--- config.mk ---
export PLATFORM = sky130hd
export DESIGN_NAME = circle_raster_fill_outline
export DESIGN_NICKNAME = d
export VERILOG_FILES = /design/src/sv/crfo_pkg.sv /design/src/sv/crfo_isqrt.sv /design/src/sv/crfo_datapath.sv /design/src/sv/crfo_ctrl.sv /design/src/sv/circle_raster_fill_outline.sv
export SDC_FILE = /design/constraint.sdc
export NUM_CORES = 2
export LEC_CHECK = 0
export ABC_AREA = 1
export BUFFER_PORTS_ARGS = -buffer_cell sky130_fd_sc_hd__buf_4
export CAP_MARGIN = 20
export CORE_ASPECT_RATIO = 0.7
export CORE_MARGIN = 10
export CORE_UTILIZATION = 60
export DETAILED_ROUTE_END_ITERATION = 10
export GPL_TIMING_DRIVEN = 1
export PLACE_DENSITY = 0.83
export SLEW_MARGIN = 25
export SYNTH_ARGS = -nofsm -noshare
export SYNTH_HDL_FRONTEND = slang
export SYNTH_SLANG_ARGS = --single-unit
--- constraint.sdc ---
create_clock -name clock -period 12.3 [get_ports clock]
set_clock_uncertainty 0.15 [all_clocks]
set_input_delay 0 -clock clock [delete_from_list [all_inputs] [get_ports clock]]
set_output_delay 0 -clock clock [all_outputs]
set_load 0.01 [all_outputs]
--- src/sv/crfo_pkg.sv ---
package crfo_pkg;

   // geometry widths
   localparam int COORD_WIDTH  = 12;
   localparam int RADIUS_WIDTH = 10;
   localparam int OUT_W        = COORD_WIDTH + 1;
   localparam int COLOR_W      = 32;
   localparam int ALPHA_LSB    = 24;
   localparam int ROW_W        = RADIUS_WIDTH + 1;
   localparam int OCTX_W       = RADIUS_WIDTH + 1;
   localparam int OCTY_W       = RADIUS_WIDTH + 2;
   localparam int DEC_W        = RADIUS_WIDTH + 6;
   localparam int SQ_W         = 2 * RADIUS_WIDTH;
   localparam int CNT_W        = $clog2(RADIUS_WIDTH + 1);
   localparam int SUM_W        =
      ((COORD_WIDTH > RADIUS_WIDTH + 2) ? COORD_WIDTH : RADIUS_WIDTH + 2) + 1;

   // stream and register port widths
   localparam int KIND_W      = 2;
   localparam int OCT_W       = 3;
   localparam int CSR_IDX_W   = 3;
   localparam int CSR_DATA_W  = 32;
   localparam int REQ_DATA_W  = 8;
   localparam int RSP_DATA_W  = ((3 * OUT_W + COLOR_W + 7) / 8) * 8;
   localparam int RSP_USER_W  = KIND_W + 1;

   typedef logic [KIND_W-1:0]    kind_type;
   typedef logic [CSR_IDX_W-1:0] csr_idx_type;
   typedef logic [OCT_W-1:0]     oct_type;

   localparam kind_type KIND_SPAN   = 2'd0;
   localparam kind_type KIND_PIXEL  = 2'd1;
   localparam kind_type KIND_FINISH = 2'd2;

   localparam csr_idx_type CSR_CENTER_X      = 3'd0;
   localparam csr_idx_type CSR_CENTER_Y      = 3'd1;
   localparam csr_idx_type CSR_RADIUS        = 3'd2;
   localparam csr_idx_type CSR_OUTLINE_COLOR = 3'd3;
   localparam csr_idx_type CSR_FILL_COLOR    = 3'd4;

   localparam oct_type OCT_FIRST = '0;
   localparam oct_type OCT_LAST  = '1;

   typedef struct packed {
      logic    init_fill;
      logic    init_outline;
      logic    square;
      logic    root_load;
      logic    row_inc;
      logic    advance;
      logic    emit_span;
      logic    emit_pixel;
      logic    emit_finish;
      oct_type octant;
   } crfo_cmd_type;

   typedef struct packed {
      logic fill_on;
      logic fill_last;
      logic y_ge_x;
      logic root_done;
      logic out_free;
   } crfo_status_type;

endpackage

--- src/sv/crfo_isqrt.sv ---
module crfo_isqrt (
   input  logic                               clock,
   input  logic                               reset,
   input  logic                               start,
   input  logic [crfo_pkg::SQ_W-1:0]          n_in,
   output logic                               done,
   output logic [crfo_pkg::RADIUS_WIDTH-1:0]  root
);
   import crfo_pkg::*;

   logic [SQ_W-1:0]  n_ff, n_in_nx;
   logic [SQ_W-1:0]  res_ff, res_in;
   logic [SQ_W-1:0]  bit_ff, bit_in;
   logic [CNT_W-1:0] cnt_ff, cnt_in;
   logic [SQ_W:0]    trial;

   // one root bit per cycle, two radicand bits consumed, restoring compare and subtract
   always_comb begin
      n_in_nx = n_ff;
      res_in  = res_ff;
      bit_in  = bit_ff;
      cnt_in  = cnt_ff;
      trial   = {1'b0, res_ff} + {1'b0, bit_ff};
      if (start) begin
         n_in_nx = n_in;
         res_in  = '0;
         bit_in  = SQ_W'(1) << (SQ_W - 2);
         cnt_in  = CNT_W'(RADIUS_WIDTH);
      end else if (cnt_ff != '0) begin
         if ({1'b0, n_ff} >= trial) begin
            n_in_nx = n_ff - trial[SQ_W-1:0];
            res_in  = (res_ff >> 1) + bit_ff;
         end else begin
            res_in  = res_ff >> 1;
         end
         bit_in = bit_ff >> 2;
         cnt_in = cnt_ff - CNT_W'(1);
      end
   end

   always_ff @(posedge clock) begin
      if (reset) begin
         cnt_ff <= '0;
      end else begin
         cnt_ff <= cnt_in;
      end
      n_ff   <= n_in_nx;
      res_ff <= res_in;
      bit_ff <= bit_in;
   end

   assign done = (cnt_ff == '0);
   assign root = res_ff[RADIUS_WIDTH-1:0];

endmodule

--- src/sv/crfo_datapath.sv ---
module crfo_datapath (
   input  logic                               clock,
   input  logic                               reset,
   input  logic                               csr_we,
   input  crfo_pkg::csr_idx_type              csr_index,
   input  logic [crfo_pkg::CSR_DATA_W-1:0]    csr_wdata,
   input  crfo_pkg::crfo_cmd_type             cmd,
   output crfo_pkg::crfo_status_type          status,
   output logic                               rsp_tvalid,
   input  logic                               rsp_tready,
   output logic [crfo_pkg::RSP_DATA_W-1:0]    rsp_tdata,
   output logic [crfo_pkg::RSP_USER_W-1:0]    rsp_tuser,
   output logic                               rsp_tlast
);
   import crfo_pkg::*;

   // configuration
   logic [COORD_WIDTH-1:0]  center_x_ff, center_x_in;
   logic [COORD_WIDTH-1:0]  center_y_ff, center_y_in;
   logic [RADIUS_WIDTH-1:0] radius_ff, radius_in;
   logic [COLOR_W-1:0]      outline_color_ff, outline_color_in;
   logic [COLOR_W-1:0]      fill_color_ff, fill_color_in;

   // drawing state
   logic [ROW_W-1:0]  row_offset_ff, row_offset_in;
   logic [OCTX_W-1:0] octant_x_ff, octant_x_in;
   logic [OCTY_W-1:0] octant_y_ff, octant_y_in;
   logic [DEC_W-1:0]  decision_ff, decision_in;
   logic [SQ_W-1:0]   r2_ff, r2_in;
   logic [SQ_W-1:0]   y2_ff, y2_in;

   // result register
   logic                  rsp_valid_ff, rsp_valid_in;
   logic [RSP_DATA_W-1:0] rsp_data_ff, rsp_data_in;
   logic [RSP_USER_W-1:0] rsp_user_ff, rsp_user_in;
   logic                  rsp_last_ff, rsp_last_in;

   logic [2*ROW_W-1:0]      ysq_full;
   logic [SQ_W:0]           rem_full;
   logic [SQ_W-1:0]         sqrt_n;
   logic [RADIUS_WIDTH-1:0] root;
   logic                    root_done;
   logic [OCTX_W-1:0]       x_new;
   logic [OCTY_W-1:0]       y_new;
   logic [DEC_W-1:0]        diff;
   logic [SUM_W-1:0]        cx_ext, cy_ext, col_off, row_off, col_val, row_val;
   logic [SUM_W-1:0]        span_xs, span_xe, span_row;

   crfo_isqrt u_isqrt (
      .clock (clock),
      .reset (reset),
      .start (cmd.root_load),
      .n_in  (sqrt_n),
      .done  (root_done),
      .root  (root)
   );

   always_comb begin
      ysq_full = $signed(row_offset_ff) * $signed(row_offset_ff);
      rem_full = {1'b0, r2_ff} - {1'b0, y2_ff};
      sqrt_n   = rem_full[SQ_W] ? '0 : rem_full[SQ_W-1:0];

      cx_ext   = SUM_W'($signed(center_x_ff));
      cy_ext   = SUM_W'($signed(center_y_ff));
      span_xs  = cx_ext - SUM_W'(root);
      span_xe  = cx_ext + SUM_W'(root);
      span_row = cy_ext + SUM_W'($signed(row_offset_ff));

      // octant bit 2 swaps x and y, bit 0 mirrors the column, bit 1 the row
      col_off = cmd.octant[2] ? SUM_W'($signed(octant_y_ff)) : SUM_W'(octant_x_ff);
      row_off = cmd.octant[2] ? SUM_W'(octant_x_ff) : SUM_W'($signed(octant_y_ff));
      col_val = cmd.octant[0] ? cx_ext - col_off : cx_ext + col_off;
      row_val = cmd.octant[1] ? cy_ext - row_off : cy_ext + row_off;

      x_new = octant_x_ff + OCTX_W'(1);
      y_new = octant_y_ff - OCTY_W'(1);
      diff  = DEC_W'(x_new) - DEC_W'($signed(y_new));
   end

   always_comb begin
      center_x_in      = center_x_ff;
      center_y_in      = center_y_ff;
      radius_in        = radius_ff;
      outline_color_in = outline_color_ff;
      fill_color_in    = fill_color_ff;
      row_offset_in    = row_offset_ff;
      octant_x_in      = octant_x_ff;
      octant_y_in      = octant_y_ff;
      decision_in      = decision_ff;
      r2_in            = r2_ff;
      y2_in            = y2_ff;
      rsp_valid_in     = rsp_valid_ff;
      rsp_data_in      = rsp_data_ff;
      rsp_user_in      = rsp_user_ff;
      rsp_last_in      = rsp_last_ff;

      if (csr_we) begin
         unique case (csr_index)
            CSR_CENTER_X:      center_x_in      = csr_wdata[COORD_WIDTH-1:0];
            CSR_CENTER_Y:      center_y_in      = csr_wdata[COORD_WIDTH-1:0];
            CSR_RADIUS:        radius_in        = csr_wdata[RADIUS_WIDTH-1:0];
            CSR_OUTLINE_COLOR: outline_color_in = csr_wdata[COLOR_W-1:0];
            CSR_FILL_COLOR:    fill_color_in    = csr_wdata[COLOR_W-1:0];
            default: ;
         endcase
      end

      if (cmd.init_fill) begin
         row_offset_in = ROW_W'(0) - ROW_W'(radius_ff);
      end
      if (cmd.row_inc) begin
         row_offset_in = row_offset_ff + ROW_W'(1);
      end
      if (cmd.init_outline) begin
         octant_x_in = '0;
         octant_y_in = OCTY_W'(radius_ff);
         decision_in = DEC_W'(3) - DEC_W'({radius_ff, 1'b0});
      end
      if (cmd.advance) begin
         octant_x_in = x_new;
         if (!decision_ff[DEC_W-1] && decision_ff != '0) begin
            octant_y_in = y_new;
            decision_in = decision_ff + (diff << 2) + DEC_W'(10);
         end else begin
            decision_in = decision_ff + (DEC_W'(x_new) << 2) + DEC_W'(6);
         end
      end
      if (cmd.square) begin
         r2_in = SQ_W'(radius_ff) * SQ_W'(radius_ff);
         y2_in = ysq_full[SQ_W-1:0];
      end

      if (rsp_tready) begin
         rsp_valid_in = 1'b0;
      end
      if (cmd.emit_span) begin
         rsp_valid_in = 1'b1;
         rsp_data_in  = RSP_DATA_W'({fill_color_ff, span_row[OUT_W-1:0],
                                     span_xe[OUT_W-1:0], span_xs[OUT_W-1:0]});
         rsp_user_in  = {1'b0, KIND_SPAN};
         rsp_last_in  = 1'b1;
      end
      if (cmd.emit_pixel) begin
         rsp_valid_in = 1'b1;
         rsp_data_in  = RSP_DATA_W'({outline_color_ff, row_val[OUT_W-1:0],
                                     col_val[OUT_W-1:0], col_val[OUT_W-1:0]});
         rsp_user_in  = {1'b0, KIND_PIXEL};
         rsp_last_in  = (cmd.octant == OCT_LAST);
      end
      if (cmd.emit_finish) begin
         rsp_valid_in = 1'b1;
         rsp_data_in  = '0;
         rsp_user_in  = {1'b1, KIND_FINISH};
         rsp_last_in  = 1'b1;
      end
   end

   always_ff @(posedge clock) begin
      if (reset) begin
         center_x_ff      <= '0;
         center_y_ff      <= '0;
         radius_ff        <= '0;
         outline_color_ff <= '0;
         fill_color_ff    <= '0;
         row_offset_ff    <= '0;
         octant_x_ff      <= '0;
         octant_y_ff      <= '0;
         decision_ff      <= '0;
         rsp_valid_ff     <= 1'b0;
      end else begin
         center_x_ff      <= center_x_in;
         center_y_ff      <= center_y_in;
         radius_ff        <= radius_in;
         outline_color_ff <= outline_color_in;
         fill_color_ff    <= fill_color_in;
         row_offset_ff    <= row_offset_in;
         octant_x_ff      <= octant_x_in;
         octant_y_ff      <= octant_y_in;
         decision_ff      <= decision_in;
         rsp_valid_ff     <= rsp_valid_in;
      end
      r2_ff       <= r2_in;
      y2_ff       <= y2_in;
      rsp_data_ff <= rsp_data_in;
      rsp_user_ff <= rsp_user_in;
      rsp_last_ff <= rsp_last_in;
   end

   assign status.fill_on   = (fill_color_ff[COLOR_W-1:ALPHA_LSB] != '0);
   assign status.fill_last = ($signed(row_offset_ff) >= $signed({1'b0, radius_ff}));
   assign status.y_ge_x    = ($signed(octant_y_ff) >= $signed({1'b0, octant_x_ff}));
   assign status.root_done = root_done;
   assign status.out_free  = !rsp_valid_ff || rsp_tready;

   assign rsp_tvalid = rsp_valid_ff;
   assign rsp_tdata  = rsp_data_ff;
   assign rsp_tuser  = rsp_user_ff;
   assign rsp_tlast  = rsp_last_ff;

endmodule

--- src/sv/crfo_ctrl.sv ---
module crfo_ctrl (
   input  logic                       clock,
   input  logic                       reset,
   input  logic                       req_tvalid,
   input  logic                       req_restart,
   output logic                       req_tready,
   input  crfo_pkg::crfo_status_type  status,
   output crfo_pkg::crfo_cmd_type     cmd
);
   import crfo_pkg::*;

   typedef enum logic [1:0] {
      PH_IDLE,
      PH_FILL,
      PH_OSTART,
      PH_OLOOP
   } phase_type;

   typedef enum logic [2:0] {
      S_WAIT,
      S_DISPATCH,
      S_SUB,
      S_ROOT,
      S_SPAN,
      S_OCT,
      S_FIN
   } state_type;

   state_type state_ff, state_in;
   phase_type phase_ff, phase_in;
   oct_type   oct_ff, oct_in;

   always_comb begin
      state_in   = state_ff;
      phase_in   = phase_ff;
      oct_in     = oct_ff;
      cmd        = '0;
      cmd.octant = oct_ff;
      req_tready = 1'b0;

      unique case (state_ff)
         S_WAIT: begin
            req_tready = 1'b1;
            if (req_tvalid) begin
               state_in = S_DISPATCH;
               if (req_restart) begin
                  if (status.fill_on) begin
                     cmd.init_fill = 1'b1;
                     phase_in      = PH_FILL;
                  end else begin
                     cmd.init_outline = 1'b1;
                     phase_in         = PH_OSTART;
                  end
               end
            end
         end
         S_DISPATCH: begin
            unique case (phase_ff)
               PH_IDLE: state_in = S_WAIT;
               PH_FILL: begin
                  cmd.square = 1'b1;
                  state_in   = S_SUB;
               end
               PH_OSTART: begin
                  phase_in = PH_OLOOP;
                  oct_in   = OCT_FIRST;
                  state_in = S_OCT;
               end
               PH_OLOOP: begin
                  if (status.y_ge_x) begin
                     cmd.advance = 1'b1;
                     oct_in      = OCT_FIRST;
                     state_in    = S_OCT;
                  end else begin
                     state_in = S_FIN;
                  end
               end
               default: state_in = S_WAIT;
            endcase
         end
         S_SUB: begin
            cmd.root_load = 1'b1;
            state_in      = S_ROOT;
         end
         S_ROOT: begin
            if (status.root_done) begin
               state_in = S_SPAN;
            end
         end
         S_SPAN: begin
            if (status.out_free) begin
               cmd.emit_span = 1'b1;
               state_in      = S_WAIT;
               if (status.fill_last) begin
                  cmd.init_outline = 1'b1;
                  phase_in         = PH_OSTART;
               end else begin
                  cmd.row_inc = 1'b1;
               end
            end
         end
         S_OCT: begin
            if (status.out_free) begin
               cmd.emit_pixel = 1'b1;
               oct_in         = oct_ff + OCT_W'(1);
               if (oct_ff == OCT_LAST) begin
                  state_in = S_WAIT;
               end
            end
         end
         S_FIN: begin
            if (status.out_free) begin
               cmd.emit_finish = 1'b1;
               phase_in        = PH_IDLE;
               state_in        = S_WAIT;
            end
         end
         default: state_in = S_WAIT;
      endcase
   end

   always_ff @(posedge clock) begin
      if (reset) begin
         state_ff <= S_WAIT;
         phase_ff <= PH_IDLE;
         oct_ff   <= OCT_FIRST;
      end else begin
         state_ff <= state_in;
         phase_ff <= phase_in;
         oct_ff   <= oct_in;
      end
   end

endmodule

--- src/sv/circle_raster_fill_outline.sv ---
// order: an outline step passes dispatch, then the octant state puts its first pixel beat in the
// result register, then one beat per cycle while that register is free; a fill step goes through
// dispatch (square), subtract and the two-bits-a-cycle square root before the span state emits it
// flow: eight pixel beats per outline step from one result register; no new step until the last beat
// reset: synchronous, active high; clears registers and drawing to idle, result register empty
module circle_raster_fill_outline (
   input  logic                              clock,
   input  logic                              reset,

   // step channel
   input  logic                              req_tvalid,
   output logic                              req_tready,
   input  logic [crfo_pkg::REQ_DATA_W-1:0]   req_tdata,   // [0] restart, rest zero

   // result channel
   output logic                              rsp_tvalid,
   input  logic                              rsp_tready,
   output logic [crfo_pkg::RSP_DATA_W-1:0]   rsp_tdata,   // x_start, x_end, row, pixel_color, zero pad
   output logic [crfo_pkg::RSP_USER_W-1:0]   rsp_tuser,   // kind[1:0], last_of_drawing
   output logic                              rsp_tlast,   // last_of_step

   // register writes
   input  logic                              csr_we,
   input  crfo_pkg::csr_idx_type             csr_index,
   input  logic [crfo_pkg::CSR_DATA_W-1:0]   csr_wdata
);
   import crfo_pkg::*;

   crfo_cmd_type    cmd;
   crfo_status_type status;

   // sequencer: phase of the drawing, octant counter, wait on result register
   crfo_ctrl u_ctrl (
      .clock       (clock),
      .reset       (reset),
      .req_tvalid  (req_tvalid),
      .req_restart (req_tdata[0]),
      .req_tready  (req_tready),
      .status      (status),
      .cmd         (cmd)
   );

   // registers, midpoint state, squares, square root unit and result register
   crfo_datapath u_datapath (
      .clock      (clock),
      .reset      (reset),
      .csr_we     (csr_we),
      .csr_index  (csr_index),
      .csr_wdata  (csr_wdata),
      .cmd        (cmd),
      .status     (status),
      .rsp_tvalid (rsp_tvalid),
      .rsp_tready (rsp_tready),
      .rsp_tdata  (rsp_tdata),
      .rsp_tuser  (rsp_tuser),
      .rsp_tlast  (rsp_tlast)
   );

endmodule

==> impl_metrics.json <==
{
  "cts_tree": "done",
  "p_total_mw": 6.57,
  "setup_viol": 0,
  "layout_commonest_cell": "nand2_1",
  "clock_path_buffers": 3,
  "worstPathRequired_ns": 12.49,
  "ir_drop_uv": 219,
  "fmax_mhz": 161,
  "area_growth_pct": 10.3,
  "h-tree-depth": 2,
  "crit_arrival_ns": 6.42,
  "gp_congestion": 0.997,
  "ant_nets": 0,
  "layout_common_cells": "nand2_1, inv_1, nor2_1",
  "die-area_sq_um": 58700,
  "hp-class": "input port to flip-flop",
  "synthesis.area_sq_um": 29500,
  "synth_ff_type": "dfxtp_1",
  "yosysSeqAreaShare_pct": 23.8,
  "power-per-cell-area_nw_per_um2": 202,
  "antenna_found_initial": 5,
  "cts_made_buffers": 36,
  "endpoint_kind": "flip-flop",
  "max-slew-margin-rel_pct": 20.8,
  "power_leakage_nw": 16.7,
  "worstPathCellList": "nand2_1 > fa_1 > inv_1 > fa_1 > inv_1 > fa_1 > inv_1 > fa_1 > inv_1 > fa_1 > inv_1 > ha_1 > a21oi_1 > o21a_1 > nand3_1 > nand2_1 > nand2_1 > nand2_1 > nand2_1 > a21oi_1 > xor2_1",
  "drc": 0,
  "finalMaxSlewViolations": 0,
  "clk_transition_reported_paths_ns": 0.06,
  "place_hpwl_mm": 63.7,
  "grt_pass1_wl_mm": 136,
  "syn-instance-count": 4138,
  "placementRows": 67,
  "insertion_delay_ns": 0.55,
  "tightest_slew_ns": 1.18,
  "hold_violations": 0,
  "min_period_ns": 6.23,
  "wl_mm": 85.3,
  "synth_edf_count": 58,
  "drv_cap": 0,
  "first_global_vias": 26200,
  "coreArea_sq_um": 48300,
  "avgSynthCellArea_sq_um": 7.14,
  "crit_path_start_kind": "flip-flop",
  "rsz0062_at_grt": "no",
  "status": "complete, no violations",
  "cts_resized": 0,
  "path_buf_inv": 5,
  "crit_fanout": 18,
  "critPathMaxStageDelay_ns": 0.89,
  "grt_max_degree": 79,
  "clkSinkCount": 322,
  "cp_top_family": "adder cells",
  "vias_per_cell": 5.67,
  "io_pins": 126,
  "gr-total-overflow": 0,
  "critPathKind": "flip-flop to flip-flop",
  "port_buffers": 117,
  "synthArstFlopShare_pct": 0,
  "cts-root-buf": "clkbuf_16",
  "drt-initial-drc-count": 2972,
  "nets": 4723,
  "vias": 27900,
  "grtUsageTotal_pct": 28.1,
  "finalSetupTns_ns": 0,
  "die_w_um": 285,
  "die_h_um": 206,
  "num-fill-cells": 4126,
  "finalCritPeriodShare_pct": 50.6,
  "synth_seq_cells": 322,
  "drive_gt1_share_pct": 5.90,
  "initial_utilization_pct": 61.2,
  "wl_per_cell_um": 17.4,
  "yosys_warnings": 0,
  "synth_cell_types": 67,
  "synth_nets": 4634,
  "crit_slowest_cell": "dfxtp_1",
  "drtPass1Iterations": 6
}
-- synthesized netlist by cell type (3+ instances only) --
library cell	instances	area, sq um
nand2_1	869	3260
inv_1	710	2670
nor2_1	332	1250
o21ai_0	321	1610
a21oi_1	299	1500
ha_1	295	3690
dfxtp_1	264	5290
nand3_1	173	866
fa_1	153	3060
xor2_1	130	1140
clkbuf_1	83	312
a31oi_1	66	413
edfxtp_1	58	1740
xnor2_1	57	499
nand4_1	38	238
nor3_1	34	170
buf_2	28	140
o211ai_1	26	195
a21o_1	18	135
o22ai_1	18	113
o21bai_1	16	120
o21ai_1	14	70.1
o21a_1	12	90.1
inv_2	11	41.3
or2_2	9	56.3
o221ai_1	8	70.1
buf_4	7	52.6
nor4_1	7	43.8
a211oi_1	6	45.0
nand3b_1	6	45.0
buf_6	5	56.3
nand2_4	5	56.3
nor2_2	5	31.3
o31ai_1	5	37.5
a22oi_1	4	30.0
a21boi_0	3	22.5
nor2_4	3	33.8
nor3_2	3	30.0
-- cell families after synthesis --
| group | after synthesis | share of synthesized area (%) |
|---|---|---|
| simple gates | 1495 | 20.9 |
| compound gates | 835 | 15.7 |
| xor+xnor | 187 | 5.54 |
| fa+ha+maj | 448 | 22.9 |
| buf+inv | 850 | 11.2 |
| other cells | 1 | 0.0127 |
| flops | 322 | 23.8 |
-- per-stage QoR --
stage                     worst slack [ns]  instance area (sq um)  util [%]  hold slack, ns  std cells
after floorplan                       6.84                  29500         -         -0.0151       4138
after global placement                6.22                  30800      63.7          0.0796       4793
after detailed placement              6.17                  30800      63.8          0.0865       4795
after CTS                             6.17                  32600      67.5          0.0644       4909
after global routing                  5.73                  32600      67.5          0.0902       4912
final                                 6.07                  32600      67.5          0.0980       4913
-- where the power goes --
part	leakage, nW	switching [mW]	total, mW	internal, mW
Clock	0.622	0.500	1.19	0.689
Sequential	2.70	0.242	1.64	1.40
Combinational	13.4	2.39	3.74	1.35
-- worst register-to-register path: stages, from the launching register on --
cell	delay, ns
dfxtp_1	0.89
nand2_1	0.35
fa_1	0.66
inv_1	0.18
fa_1	0.54
inv_1	0.05
fa_1	0.47
inv_1	0.05
fa_1	0.52
inv_1	0.06
fa_1	0.53
inv_1	0.04
ha_1	0.37
a21oi_1	0.16
o21a_1	0.14
nand3_1	0.14
nand2_1	0.10
nand2_1	0.08
nand2_1	0.06
nand2_1	0.05
a21oi_1	0.17
xor2_1	0.31
-- area by class of cell --
| type | instances | area (sq um) | area share, % |
|---|---|---|---|
| Antenna cell | 4 | 10.0 | 0.0307 |
| Clock buffer | 43 | 990 | 3.04 |
| Clock inverter | 22 | 278 | 0.852 |
| Inverter | 724 | 2740 | 8.39 |
| Multi-Input combinational cell | 2966 | 19200 | 59.0 |
| Sequential cell | 322 | 7030 | 21.6 |
| Tap cell | 655 | 820 | 2.51 |
| Timing Repair Buffer | 177 | 1490 | 4.58 |
-- metal layers --
metal	vias up	track usage (%)	share of wire, %
met5	-	0	0
met4	0	7.86	2.6
met3	182	7.33	11
met2	1274	42.4	42
met1	12900	39.3	44
li1	13500	-	-
-- sequential cells by signal, summed over array words and instances, names as in the netlist, 11 cells and up --
name,count
u_datapath.rsp_tdata,70
u_datapath.fill_color_ff,32
u_datapath.outline_color_ff,32
u_datapath.u_isqrt.n_ff,20
u_datapath.u_isqrt.res_ff,20
u_datapath.r2_ff,19
u_datapath.y2_ff,19
u_datapath.decision_ff,16
u_datapath.center_x_ff,12
u_datapath.center_y_ff,12
u_datapath.octant_y_ff,12
u_datapath.octant_x_ff,11
u_datapath.row_offset_ff,11
-- worst paths after layout --
check,start,to,slack [ns],depth (start not counted)
worst max-delay path,u_datapath.row_offset_ff[10]$_SDFFE_PP0P_,u_datapath.y2_ff[19]$_DFFE_PP_,6.07,21
worst max register to register,u_datapath.row_offset_ff[10]$_SDFFE_PP0P_,u_datapath.y2_ff[19]$_DFFE_PP_,6.07,21
worst min-delay path,csr_wdata[12],u_datapath.fill_color_ff[12]$_SDFFE_PP0P_,0.1,4
worst min register to register,u_datapath.outline_color_ff[26]$_SDFFE_PP0P_,u_datapath.outline_color_ff[26]$_SDFFE_PP0P_,0.30,2
-- repair_timing --
action                                 4_1_cts  5_1_grt
endpoints found under the hold margin      137        0
hold buffers                                49        0
setup buffers                                0        0
(Power assumes the default switching activity.)
